File: config.mk
export PLATFORM = sky130hd
export DESIGN_NAME = sorted_keyed_record_table_core
export DESIGN_NICKNAME = d
export VERILOG_FILES = /design/src/rtl/core/skrt_pkg.sv /design/src/rtl/core/skrt_alu.sv /design/src/rtl/core/skrt_store.sv /design/src/rtl/core/sorted_keyed_record_table_core.sv
export SDC_FILE = /design/constraint.sdc
export NUM_CORES = 2
export LEC_CHECK = 0
export BUFFER_PORTS_ARGS = -buffer_cell sky130_fd_sc_hd__buf_2
export CORE_ASPECT_RATIO = 1.5
export CORE_UTILIZATION = 40
export DETAILED_ROUTE_END_ITERATION = 6
export SLEW_MARGIN = 20
export SYNTH_ARGS = -nofsm -noshare
export SYNTH_HDL_FRONTEND = slang
export SYNTH_SLANG_ARGS = --single-unit
File: constraint.sdc
create_clock -name clock -period 6.23 [get_ports clock]
set_input_delay 0.3115 -clock clock [delete_from_list [all_inputs] [get_ports clock]]
set_output_delay 0.3115 -clock clock [all_outputs]
set_load 0.05 [all_outputs]
File: src/rtl/core/skrt_pkg.sv
// ----------------------------------------------------------------------------
// skrt_pkg
// Shared types and codes for the sorted keyed record table: operation and
// status codes, sequencer states and the records passed between modules.
// ----------------------------------------------------------------------------
package skrt_pkg;

   localparam int unsigned DATA_W = 32;

   typedef enum logic [2:0] {
      OP_INSERT = 3'd0,
      OP_LOOKUP = 3'd1,
      OP_UPDATE = 3'd2,
      OP_ERASE  = 3'd3,
      OP_DUMP   = 3'd4
   } opcode_type;

   typedef enum logic [2:0] {
      STAT_OK        = 3'd0,
      STAT_NOT_FOUND = 3'd1,
      STAT_DUPLICATE = 3'd2,
      STAT_FULL      = 3'd3,
      STAT_EMPTY     = 3'd4
   } status_type;

   typedef enum logic [3:0] {
      S_IDLE,
      S_SCAN_RD,
      S_SCAN_CMP,
      S_DECIDE,
      S_INS_RD,
      S_INS_WR,
      S_DEL_RD,
      S_DEL_WR,
      S_DUMP_RD,
      S_DUMP_EMIT,
      S_RESPOND
   } state_type;

   // Result of the shared arithmetic unit.
   typedef struct packed {
      logic                     lt;
      logic                     eq;
      logic signed [DATA_W-1:0] sum;
   } alu_out_type;

   // Write request into the record store.
   typedef struct packed {
      logic                     en;
      logic signed [DATA_W-1:0] key;
      logic signed [DATA_W-1:0] qty;
   } wr_type;

endpackage

File: src/rtl/core/skrt_alu.sv
// ----------------------------------------------------------------------------
// skrt_alu
// Shared arithmetic unit: signed compare and equality on keys, and the
// wrapping add used to update a quantity.
// ----------------------------------------------------------------------------
module skrt_alu (
   input  logic signed [skrt_pkg::DATA_W-1:0] op_a,
   input  logic signed [skrt_pkg::DATA_W-1:0] op_b,
   output skrt_pkg::alu_out_type              result
);

   always_comb begin
      result.lt  = (op_a < op_b);
      result.eq  = (op_a == op_b);
      result.sum = op_a + op_b;
   end

endmodule

File: src/rtl/core/skrt_store.sv
// ----------------------------------------------------------------------------
// skrt_store
// Record memory: one write port and one read port with registered read data,
// keys and quantities side by side.
// ----------------------------------------------------------------------------
module skrt_store #(
   parameter int unsigned DEPTH = 32
) (
   input  logic                               clock,
   input  logic [$clog2(DEPTH)-1:0]           wr_addr,
   input  skrt_pkg::wr_type                   wr,
   input  logic [$clog2(DEPTH)-1:0]           rd_addr,
   output logic signed [skrt_pkg::DATA_W-1:0] rd_key,
   output logic signed [skrt_pkg::DATA_W-1:0] rd_qty
);

   logic signed [skrt_pkg::DATA_W-1:0] key_mem [DEPTH];
   logic signed [skrt_pkg::DATA_W-1:0] qty_mem [DEPTH];
   logic signed [skrt_pkg::DATA_W-1:0] rd_key_ff;
   logic signed [skrt_pkg::DATA_W-1:0] rd_qty_ff;

   always_ff @(posedge clock) begin
      if (wr.en) begin
         key_mem[wr_addr] <= wr.key;
         qty_mem[wr_addr] <= wr.qty;
      end
   end

   always_ff @(posedge clock) begin
      rd_key_ff <= key_mem[rd_addr];
      rd_qty_ff <= qty_mem[rd_addr];
   end

   assign rd_key = rd_key_ff;
   assign rd_qty = rd_qty_ff;

endmodule

File: src/rtl/core/sorted_keyed_record_table_core.sv
// ----------------------------------------------------------------------------
// sorted_keyed_record_table_core
// Bounded table of signed key / signed quantity records kept in ascending
// key order, with insert, lookup, update, erase and ordered dump.
// ----------------------------------------------------------------------------
// Usage:
// The request channel (req_valid, req_stall, req_opcode, req_part_key,
// req_amount) takes one item at a time; req_stall stays high while an item
// is being worked on. The response channel (rsp_valid, rsp_stall, rsp_*)
// returns one item per insert, lookup, update or erase, and one item per
// stored record for a dump (one empty-status item if the table is empty);
// rsp_last marks the final response item of a request. Unused opcodes are
// consumed silently.
// The sequencer walks the table through a memory with a registered read
// port, reading and then comparing each record visited. Locating a key
// scans from the first record up to its position; an insert or erase then
// moves each record from that point on by one slot, and a dump reads and
// emits the stored records in order.
// Reset clears the record count and the sequencer; the memory itself is not
// cleared since only slots below the count are ever used. While the receiver
// stalls, the finished response item is held in the output register and the
// sequencer waits before loading the next one.
// ----------------------------------------------------------------------------
module sorted_keyed_record_table_core #(
   parameter int unsigned MAX_ENTRIES = 32
) (
   input  logic               clock,
   input  logic               reset,
   input  logic               req_valid,
   output logic               req_stall,
   input  logic [2:0]         req_opcode,
   input  logic signed [31:0] req_part_key,
   input  logic signed [31:0] req_amount,
   output logic               rsp_valid,
   input  logic               rsp_stall,
   output logic [2:0]         rsp_status,
   output logic signed [31:0] rsp_out_key,
   output logic signed [31:0] rsp_out_quantity,
   output logic               rsp_last
);

   localparam int unsigned CNT_W  = $clog2(MAX_ENTRIES + 1);
   localparam int unsigned ADDR_W = $clog2(MAX_ENTRIES);

   // Sequencer state and the item under work.
   skrt_pkg::state_type state_ff, state_in;
   logic [2:0]          op_ff, op_in;
   logic signed [31:0]  key_ff, key_in;
   logic signed [31:0]  amt_ff, amt_in;
   logic [CNT_W-1:0]    idx_ff, idx_in;
   logic [CNT_W-1:0]    pos_ff, pos_in;
   logic [CNT_W-1:0]    count_ff, count_in;
   logic                found_ff, found_in;
   logic [2:0]          status_ff, status_in;
   logic signed [31:0]  qty_ff, qty_in;

   // Output register.
   logic                rsp_valid_ff, rsp_valid_in;
   logic [2:0]          rsp_status_ff, rsp_status_in;
   logic signed [31:0]  rsp_key_ff, rsp_key_in;
   logic signed [31:0]  rsp_qty_ff, rsp_qty_in;
   logic                rsp_last_ff, rsp_last_in;

   logic                req_accept;
   logic                out_free;
   logic                rsp_load;
   logic [CNT_W-1:0]    idx_inc;
   logic [CNT_W-1:0]    idx_dec;
   logic                dump_last;

   // Memory and shared unit connections.
   logic [ADDR_W-1:0]   rd_addr;
   logic [ADDR_W-1:0]   wr_addr;
   logic [CNT_W-1:0]    rd_idx;
   logic [CNT_W-1:0]    wr_idx;
   skrt_pkg::wr_type    wr;
   logic signed [31:0]  rd_key;
   logic signed [31:0]  rd_qty;
   logic signed [31:0]  alu_a;
   logic signed [31:0]  alu_b;
   skrt_pkg::alu_out_type alu;

   assign req_accept = req_valid && !req_stall;
   assign req_stall  = (state_ff != skrt_pkg::S_IDLE);
   assign out_free   = !rsp_valid_ff || !rsp_stall;
   assign idx_inc    = idx_ff + CNT_W'(1);
   assign idx_dec    = idx_ff - CNT_W'(1);
   assign dump_last  = (idx_inc == count_ff);
   assign rd_addr    = rd_idx[ADDR_W-1:0];
   assign wr_addr    = wr_idx[ADDR_W-1:0];

   skrt_store #(
      .DEPTH (MAX_ENTRIES)
   ) u_store (
      .clock   (clock),
      .wr_addr (wr_addr),
      .wr      (wr),
      .rd_addr (rd_addr),
      .rd_key  (rd_key),
      .rd_qty  (rd_qty)
   );

   skrt_alu u_alu (
      .op_a   (alu_a),
      .op_b   (alu_b),
      .result (alu)
   );

   // Next-state logic.
   always_comb begin
      state_in = state_ff;
      unique case (state_ff)
         skrt_pkg::S_IDLE: begin
            if (req_accept) begin
               priority if (req_opcode == skrt_pkg::OP_INSERT &&
                            count_ff == CNT_W'(MAX_ENTRIES)) begin
                  state_in = skrt_pkg::S_RESPOND;
               end else if (req_opcode == skrt_pkg::OP_DUMP) begin
                  state_in = (count_ff == '0) ? skrt_pkg::S_RESPOND : skrt_pkg::S_DUMP_RD;
               end else if (req_opcode == skrt_pkg::OP_INSERT ||
                            req_opcode == skrt_pkg::OP_LOOKUP ||
                            req_opcode == skrt_pkg::OP_UPDATE ||
                            req_opcode == skrt_pkg::OP_ERASE) begin
                  state_in = skrt_pkg::S_SCAN_RD;
               end else begin
                  state_in = skrt_pkg::S_IDLE;
               end
            end
         end
         skrt_pkg::S_SCAN_RD: begin
            state_in = (idx_ff == count_ff) ? skrt_pkg::S_DECIDE : skrt_pkg::S_SCAN_CMP;
         end
         skrt_pkg::S_SCAN_CMP: begin
            state_in = alu.lt ? skrt_pkg::S_SCAN_RD : skrt_pkg::S_DECIDE;
         end
         skrt_pkg::S_DECIDE: begin
            unique case (op_ff)
               skrt_pkg::OP_INSERT: begin
                  state_in = found_ff ? skrt_pkg::S_RESPOND : skrt_pkg::S_INS_RD;
               end
               skrt_pkg::OP_ERASE: begin
                  state_in = found_ff ? skrt_pkg::S_DEL_RD : skrt_pkg::S_RESPOND;
               end
               default: begin
                  state_in = skrt_pkg::S_RESPOND;
               end
            endcase
         end
         skrt_pkg::S_INS_RD: begin
            state_in = (idx_ff == pos_ff) ? skrt_pkg::S_RESPOND : skrt_pkg::S_INS_WR;
         end
         skrt_pkg::S_INS_WR: begin
            state_in = skrt_pkg::S_INS_RD;
         end
         skrt_pkg::S_DEL_RD: begin
            state_in = (idx_inc >= count_ff) ? skrt_pkg::S_RESPOND : skrt_pkg::S_DEL_WR;
         end
         skrt_pkg::S_DEL_WR: begin
            state_in = skrt_pkg::S_DEL_RD;
         end
         skrt_pkg::S_DUMP_RD: begin
            state_in = skrt_pkg::S_DUMP_EMIT;
         end
         skrt_pkg::S_DUMP_EMIT: begin
            if (out_free) begin
               state_in = dump_last ? skrt_pkg::S_IDLE : skrt_pkg::S_DUMP_RD;
            end
         end
         skrt_pkg::S_RESPOND: begin
            if (out_free) begin
               state_in = skrt_pkg::S_IDLE;
            end
         end
         default: begin
            state_in = skrt_pkg::S_IDLE;
         end
      endcase
   end

   // Memory, shared unit and response control.
   always_comb begin
      rd_idx        = idx_ff;
      wr_idx        = idx_ff;
      wr.en         = 1'b0;
      wr.key        = rd_key;
      wr.qty        = rd_qty;
      alu_a         = rd_key;
      alu_b         = key_ff;
      rsp_load      = 1'b0;
      rsp_status_in = rsp_status_ff;
      rsp_key_in    = rsp_key_ff;
      rsp_qty_in    = rsp_qty_ff;
      rsp_last_in   = rsp_last_ff;
      unique case (state_ff)
         skrt_pkg::S_DECIDE: begin
            // The adder serves the quantity update; compares are done by now.
            if (op_ff == skrt_pkg::OP_UPDATE && found_ff) begin
               alu_a  = rd_qty;
               alu_b  = amt_ff;
               wr.en  = 1'b1;
               wr.key = key_ff;
               wr.qty = alu.sum;
            end
         end
         skrt_pkg::S_INS_RD: begin
            rd_idx = idx_dec;
            if (idx_ff == pos_ff) begin
               wr.en  = 1'b1;
               wr.key = key_ff;
               wr.qty = amt_ff;
            end
         end
         skrt_pkg::S_INS_WR: begin
            wr.en = 1'b1;
         end
         skrt_pkg::S_DEL_RD: begin
            rd_idx = idx_inc;
         end
         skrt_pkg::S_DEL_WR: begin
            wr.en = 1'b1;
         end
         skrt_pkg::S_DUMP_EMIT: begin
            if (out_free) begin
               rsp_load      = 1'b1;
               rsp_status_in = skrt_pkg::STAT_OK;
               rsp_key_in    = rd_key;
               rsp_qty_in    = rd_qty;
               rsp_last_in   = dump_last;
            end
         end
         skrt_pkg::S_RESPOND: begin
            if (out_free) begin
               rsp_load      = 1'b1;
               rsp_status_in = status_ff;
               rsp_key_in    = (op_ff == skrt_pkg::OP_DUMP) ? 32'sd0 : key_ff;
               rsp_qty_in    = qty_ff;
               rsp_last_in   = 1'b1;
            end
         end
         default: begin
         end
      endcase
      rsp_valid_in = rsp_load || (rsp_valid_ff && rsp_stall);
   end

   // Working registers of the item under work.
   always_comb begin
      op_in     = op_ff;
      key_in    = key_ff;
      amt_in    = amt_ff;
      idx_in    = idx_ff;
      pos_in    = pos_ff;
      count_in  = count_ff;
      found_in  = found_ff;
      status_in = status_ff;
      qty_in    = qty_ff;
      unique case (state_ff)
         skrt_pkg::S_IDLE: begin
            if (req_accept) begin
               op_in     = req_opcode;
               key_in    = req_part_key;
               amt_in    = req_amount;
               idx_in    = '0;
               qty_in    = 32'sd0;
               found_in  = 1'b0;
               status_in = (req_opcode == skrt_pkg::OP_DUMP) ? skrt_pkg::STAT_EMPTY
                                                            : skrt_pkg::STAT_FULL;
            end
         end
         skrt_pkg::S_SCAN_RD: begin
            if (idx_ff == count_ff) begin
               found_in = 1'b0;
            end
         end
         skrt_pkg::S_SCAN_CMP: begin
            if (alu.lt) begin
               idx_in = idx_inc;
            end else begin
               found_in = alu.eq;
            end
         end
         skrt_pkg::S_DECIDE: begin
            status_in = found_ff ? skrt_pkg::STAT_OK : skrt_pkg::STAT_NOT_FOUND;
            unique case (op_ff)
               skrt_pkg::OP_INSERT: begin
                  status_in = skrt_pkg::STAT_DUPLICATE;
                  pos_in    = idx_ff;
                  idx_in    = count_ff;
               end
               skrt_pkg::OP_LOOKUP: begin
                  if (found_ff) begin
                     qty_in = rd_qty;
                  end
               end
               skrt_pkg::OP_UPDATE: begin
                  if (found_ff) begin
                     qty_in = alu.sum;
                  end
               end
               default: begin
               end
            endcase
         end
         skrt_pkg::S_INS_RD: begin
            if (idx_ff == pos_ff) begin
               count_in  = count_ff + CNT_W'(1);
               status_in = skrt_pkg::STAT_OK;
            end
         end
         skrt_pkg::S_INS_WR: begin
            idx_in = idx_dec;
         end
         skrt_pkg::S_DEL_RD: begin
            if (idx_inc >= count_ff) begin
               count_in = count_ff - CNT_W'(1);
            end
         end
         skrt_pkg::S_DEL_WR: begin
            idx_in = idx_inc;
         end
         skrt_pkg::S_DUMP_EMIT: begin
            if (out_free && !dump_last) begin
               idx_in = idx_inc;
            end
         end
         default: begin
         end
      endcase
   end

   // Shift moves write to the current index, reading one slot away.
   always_ff @(posedge clock) begin
      if (reset) begin
         state_ff     <= skrt_pkg::S_IDLE;
         count_ff     <= '0;
         rsp_valid_ff <= 1'b0;
      end else begin
         state_ff     <= state_in;
         count_ff     <= count_in;
         rsp_valid_ff <= rsp_valid_in;
      end
   end

   always_ff @(posedge clock) begin
      op_ff         <= op_in;
      key_ff        <= key_in;
      amt_ff        <= amt_in;
      idx_ff        <= idx_in;
      pos_ff        <= pos_in;
      found_ff      <= found_in;
      status_ff     <= status_in;
      qty_ff        <= qty_in;
      rsp_status_ff <= rsp_status_in;
      rsp_key_ff    <= rsp_key_in;
      rsp_qty_ff    <= rsp_qty_in;
      rsp_last_ff   <= rsp_last_in;
   end

   assign rsp_valid        = rsp_valid_ff;
   assign rsp_status       = rsp_status_ff;
   assign rsp_out_key      = rsp_key_ff;
   assign rsp_out_quantity = rsp_qty_ff;
   assign rsp_last         = rsp_last_ff;

endmodule

# After elaboration in Yosys (flattened, before gate mapping)

Memory sizes are Yosys's and may differ from the RTL's. A register that Yosys moved wholly into a read port is not among the register bits.
Index checks and enable logic that the tools add are counted.

$add $sub $neg: 5
Magnitude comparators: 2
Equal/unequal tests: 36
Multiplexer cells: 65
Reductions and logical operators: 36

Operators by type and width:

| operator                                         | number |
|---|---|
| 2-to-1 mux 32 bit                                | 12 |
| case mux 32 bit (2 select lines)                 | 4 |
| 2-to-1 mux 65 bit                                | 2 |
| case mux 64 bit (2 select lines)                 | 1 |
| case mux 4 bit (11 select lines)                 | 1 |
| 2-to-1 mux 4 bit                                 | 10 |
| 2-to-1 mux 6 bit                                 | 6 |
| case mux 6 bit (6 select lines)                  | 1 |
| adder 32 bit                                     | 1 |
| == test 32 bit                                   | 1 |
| less-than comparator 32 bit                      | 1 |
| == test 6 bit                                    | 3 |
| != test 2 bit, second input constant             | 9 |
| == test 4 x 3 -> 1 bit, second input constant    | 4 |
| 2-to-1 mux 3 bit                                 | 5 |
| adder 6 x 1 -> 6 bit, second input constant      | 2 |
| == test 3 x 2 -> 1 bit, second input constant    | 4 |
| == test 4 bit, second input constant             | 3 |
| 2-to-1 mux 1 bit                                 | 12 |
| case mux 6 bit (2 select lines)                  | 1 |
| AND reduction 3 bit                              | 4 |
| subtractor 6 x 1 -> 6 bit, second input constant | 2 |
| case mux 5 bit (2 select lines)                  | 1 |
| AND reduction 5 bit                              | 2 |
| other kinds (28)                                 | 52 |

Register bits after elaboration: 194
RAM bits: 2048
Input port bits: 71
Output and inout port bits: 70
Word-level logic and storage cells: 161
Memories kept: 2

Memory list:

| memory          | words | bits a word | rd ports | clocked after memory_dff | write ports | line             | source |
|---|---|---|---|---|---|---|---|
| u_store.key_mem | 32    | 32          | 1        | 1                        | 1           | skrt_store.sv:17 | `logic signed [skrt_pkg::DATA_W-1:0] key_mem [DEPTH];` |
| u_store.qty_mem | 32    | 32          | 1        | 1                        | 1           | skrt_store.sv:18 | `logic signed [skrt_pkg::DATA_W-1:0] qty_mem [DEPTH];` |

# Longest topological paths before layout

Depth after elaboration: 9
Mapped depth: 18
Mapped depth without buffers: 14

# Hierarchy

A second synthesis with hierarchy kept.

Cell total of the unflattened synthesis: 4497
Area, all modules: 91923.2 sq um

By module, submodules not included:

| module                         | instances | cells an instance | area an instance (sq um) | sequential area each (sq um) |
|---|---|---|---|---|
| skrt_store                     | 1         | 3109              | 78948.2                  | 62780.2 |
| sorted_keyed_record_table_core | 1         | 1011              | 10264.8                  | 5715.5 |
| skrt_alu                       | 1         | 377               | 2710.1                   | 0.0 |

# Least setup slack after synthesis

OpenSTA, ideal clock, no wires.

Path kind: flip-flop to flip-flop
Start point: register state_ff[1]
End point: memory u_store.qty_mem[0][27] in the netlist's numbering (data pin)
Library setup time: 454 ps
Arrival: 5228 ps
Required time: 5776 ps
Path slack: 548 ps
Cell stages (with the launch flop): 16
Buffers on the path: 4
Clock period less this slack: 5682 ps
Cell sequence: dfxtp_1 -> buf_2 -> nor4bb_1 -> nand3_1 -> clkbuf_1 -> buf_1 -> clkbuf_1 -> nand2_1 -> nand2_1 -> ha_1 -> a21oi_1 -> or4b_2 -> o22ai_2 -> o31a_1 -> xor2_1 -> o21ai_0

RTL lines:

| element                | line                                  | source |
|---|---|---|
| start, declared        | sorted_keyed_record_table_core.sv:46  | `skrt_pkg::state_type state_ff, state_in;` |
| start signal, assigned | sorted_keyed_record_table_core.sv:334 | `state_ff <= skrt_pkg::S_IDLE;` |
| start signal, assigned | sorted_keyed_record_table_core.sv:338 | `state_ff <= state_in;` |
| end, declared          | skrt_store.sv:18                      |  |

==> reports/metrics.yaml <==
die_w_um: 391
antenna_found_initial: 22
die_y_um: 586
cts_tree: "built"
synth_edf_count: 2231
clk_latency_ns: 0.91
crit_end: "u_store.qty_mem[25][25]"
drt-total-wl_um: 304000
reg2reg_slack_ns: 0.60
hold_viol_final: 0
worst-path-max-fanout: 32
clk_pin_slew_ns: 0.07
rsz0062_at_grt: "false"
period_share_pct: 90.3
cts_root_buffer: "clkbuf_16"
cap_violations: 0
netlist.area_leader.share_pct: 73.7
clock_skew_ns: 0.0710
synth_area_leaders: "edfxtp_1 (74%), nand2_1 (5.4%), o22ai_1 (3.5%)"
ioPinCount: 141
whs_ns: 0.126
r2r-start: "op_ff[0]"
dieArea_sq_um: 229000
cts_resized: 0
cts_buffer_depth: 4
avgSynthCellArea_sq_um: 14.4
cp.arrival_ns: 5.99
relSlewSlack_pct: 19.2
cts_buffers: 214
cts_hold_buf: 70
start_util_pct: 40.2
drtIter0Drc: 7681
synth_seq_cells: 2306
worst_setup_path_end_kind: "flop"
worstMarginPinSlew_ns: 1.21
p_clk_share_pct: 30.6
synth-async-reset-ratio_pct: 0
synth_top_cell_by_area: "edfxtp_1"
pre_cts_ws_ns: 0.650
postCtsSetupRepairBufs: 0
grt_max_degree: 107
gp_congestion: 0.946
power_switching_mw: 13.4
fin_crit_ns: 5.63
layout_commonest_cell: "edfxtp_1"
grt_pass1_wl_um: 424000
swShare_pct: 31.4
first_pass_iters: 6
critPathLaunchType: "flop"
finalNetCount: 6696
routedWlPerCell_um: 31.2
dp_hpwl_um: 171000
worst-setup-path-type: "reg2reg"
outcome: "complete, no violations"
combPwrFrac_pct: 21.4
synth_seq_area_share_pct: 75.3
fin_ws_ns: 0.604
grt_pass1_vias: 57400
slew_violations: 0
syn_area_sq_um: 90900
fp.coreArea_sq_um: 226000
syn_to_final_growth_pct: 14.5
synthesis.instances: 6329
drcViolationCount: 0
ys_warn_count: 0
p_leak_nw: 33.8
dominantRegCellSynth: "edfxtp_1"
track_usage_pct: 25.9
rows: 214
cp.required_ns: 6.59
syn_nets: 6480
seqPwrFrac_pct: 47.9
p_total_mw: 42.7
p_int_mw: 29.3
yosys.cell_types.count: 82
timing.fmax_mhz: 178
port_buffers: 140
cts_sinks: 2306
min_path_type: "in2reg"
crit_path_start: "op_ff[0]"
vias: 60100
grt_remaining_overflow: 0
mostFrequentLayoutCells: "edfxtp_1 (2231), nand2_1 (1298), o22ai_1 (515)"
final_util_pct: 46.0
fin_tns_setup_ns: 0
htree_levels: 4
worst-r2r-cell-count: 14
rr_endpoint: "u_store.qty_mem[25][25]"
via_per_inst: 6.17
setup_viol: 0
antenna_left: 0
layout-drive-gt1-share_pct: 11.4
vdd_drop_max_mv: 0.276
p_per_area_nw_per_um2: 410
per-layer routing:
metal / global-route usage [%] / part of all wire (%)
met1: 35.1 / 39
met2: 41.1 / 46
met3: 4.38 / 10
met4: 11.0 / 4.5
met5: 0 / 0.024
how the worst min path moves through the flow:
stage               startpoint  depth (start not counted)  slack, ns         end
2_1_floorplan    req_amount[0]                          0       0.41   amt_ff[0]
3_3_place_gp   req_part_key[8]                          1       0.49   key_ff[8]
3_5_place_dp   req_part_key[0]                          1       0.49   key_ff[0]
4_1_cts         req_amount[13]                          2       0.08  amt_ff[13]
5_1_grt         req_amount[13]                          2       0.13  amt_ff[13]
6_report        req_amount[13]                          2       0.13  amt_ff[13]
per-stage QoR:
step                      std cells  instance area (sq um)
after floorplan                6329                  90900
final                          9748                 104000
after global routing           9743                 104000
after detailed placement       9283                  96500
after global placement         9282                  96500
after CTS                      9742                 104000
Yosys cell counts, types with 78 or more instances:
library cell,instances
ha_1,78
a21oi_1,198
buf_2,123
a311oi_1,256
nand2_1,1298
o22ai_1,515
nor3_1,154
nor2_1,98
clkbuf_1,282
o21ai_0,194
nand3_1,92
edfxtp_1,2231
power groups by stage:
stage / Sequential, mW / Clock [mW] / Combinational (mW)
5_1_grt: 20.4 / 13.7 / 9.74
3_5_place_dp: 20.8 / 0 / 8.92
3_3_place_gp: 20.8 / 0 / 8.76
2_1_floorplan: 20.2 / 0 / 5.40
6_report: 20.5 / 13.1 / 9.15
4_1_cts: 20.4 / 13.2 / 8.99
cell families after synthesis:
family | count (synthesis) | synth area share [%]
flip-flops | 2306 | 75.3
AND/OR/NAND/NOR | 1755 | 8.00
AO/OA/AOI/OAI | 1547 | 11.9
buffers and inverters | 511 | 2.29
adder cells (fa/ha/maj) | 80 | 1.12
multiplexers | 74 | 0.834
XOR/XNOR | 56 | 0.539
layout make-up:
type                            instances  area (sq um)
Tap cell                             3024          3780
Clock inverter                        100           933
Multi-Input combinational cell       3512         20800
Antenna cell                            6          15.0
Timing Repair Buffer                  446          3860
Clock buffer                          289          5950
Sequential cell                      2306         68500
Fill cell                           19700        122000
Inverter                               65           244
state kept, by name (all words and copies together), names as in the netlist:
name              cells
u_store.rd_key       32
op_ff                 3
qty_ff               32
amt_ff               32
count_ff              6
u_store.key_mem    1024
key_ff               32
status_ff             3
idx_ff                6
rsp_last              1
rsp_out_key          32
rsp_valid             1
u_store.rd_qty       32
found_ff              1
rsp_out_quantity     32
rsp_status            3
pos_ff                6
u_store.qty_mem    1024
state_ff              4
critical path: stages, from the launching register on:
cell	delay (ns)
edfxtp_1	0.52
or3b_2	0.57
nor2_4	0.65
buf_4	0.35
nand2_1	0.08
nand2_1	0.10
ha_1	0.32
a211oi_1	0.24
nor2_1	0.10
or4b_2	0.63
o22ai_2	0.27
buf_4	0.20
o21ai_0	0.09
a222oi_1	0.29
nand2_1	0.64
No activity file was read; power rests on OpenSTA's default activity.
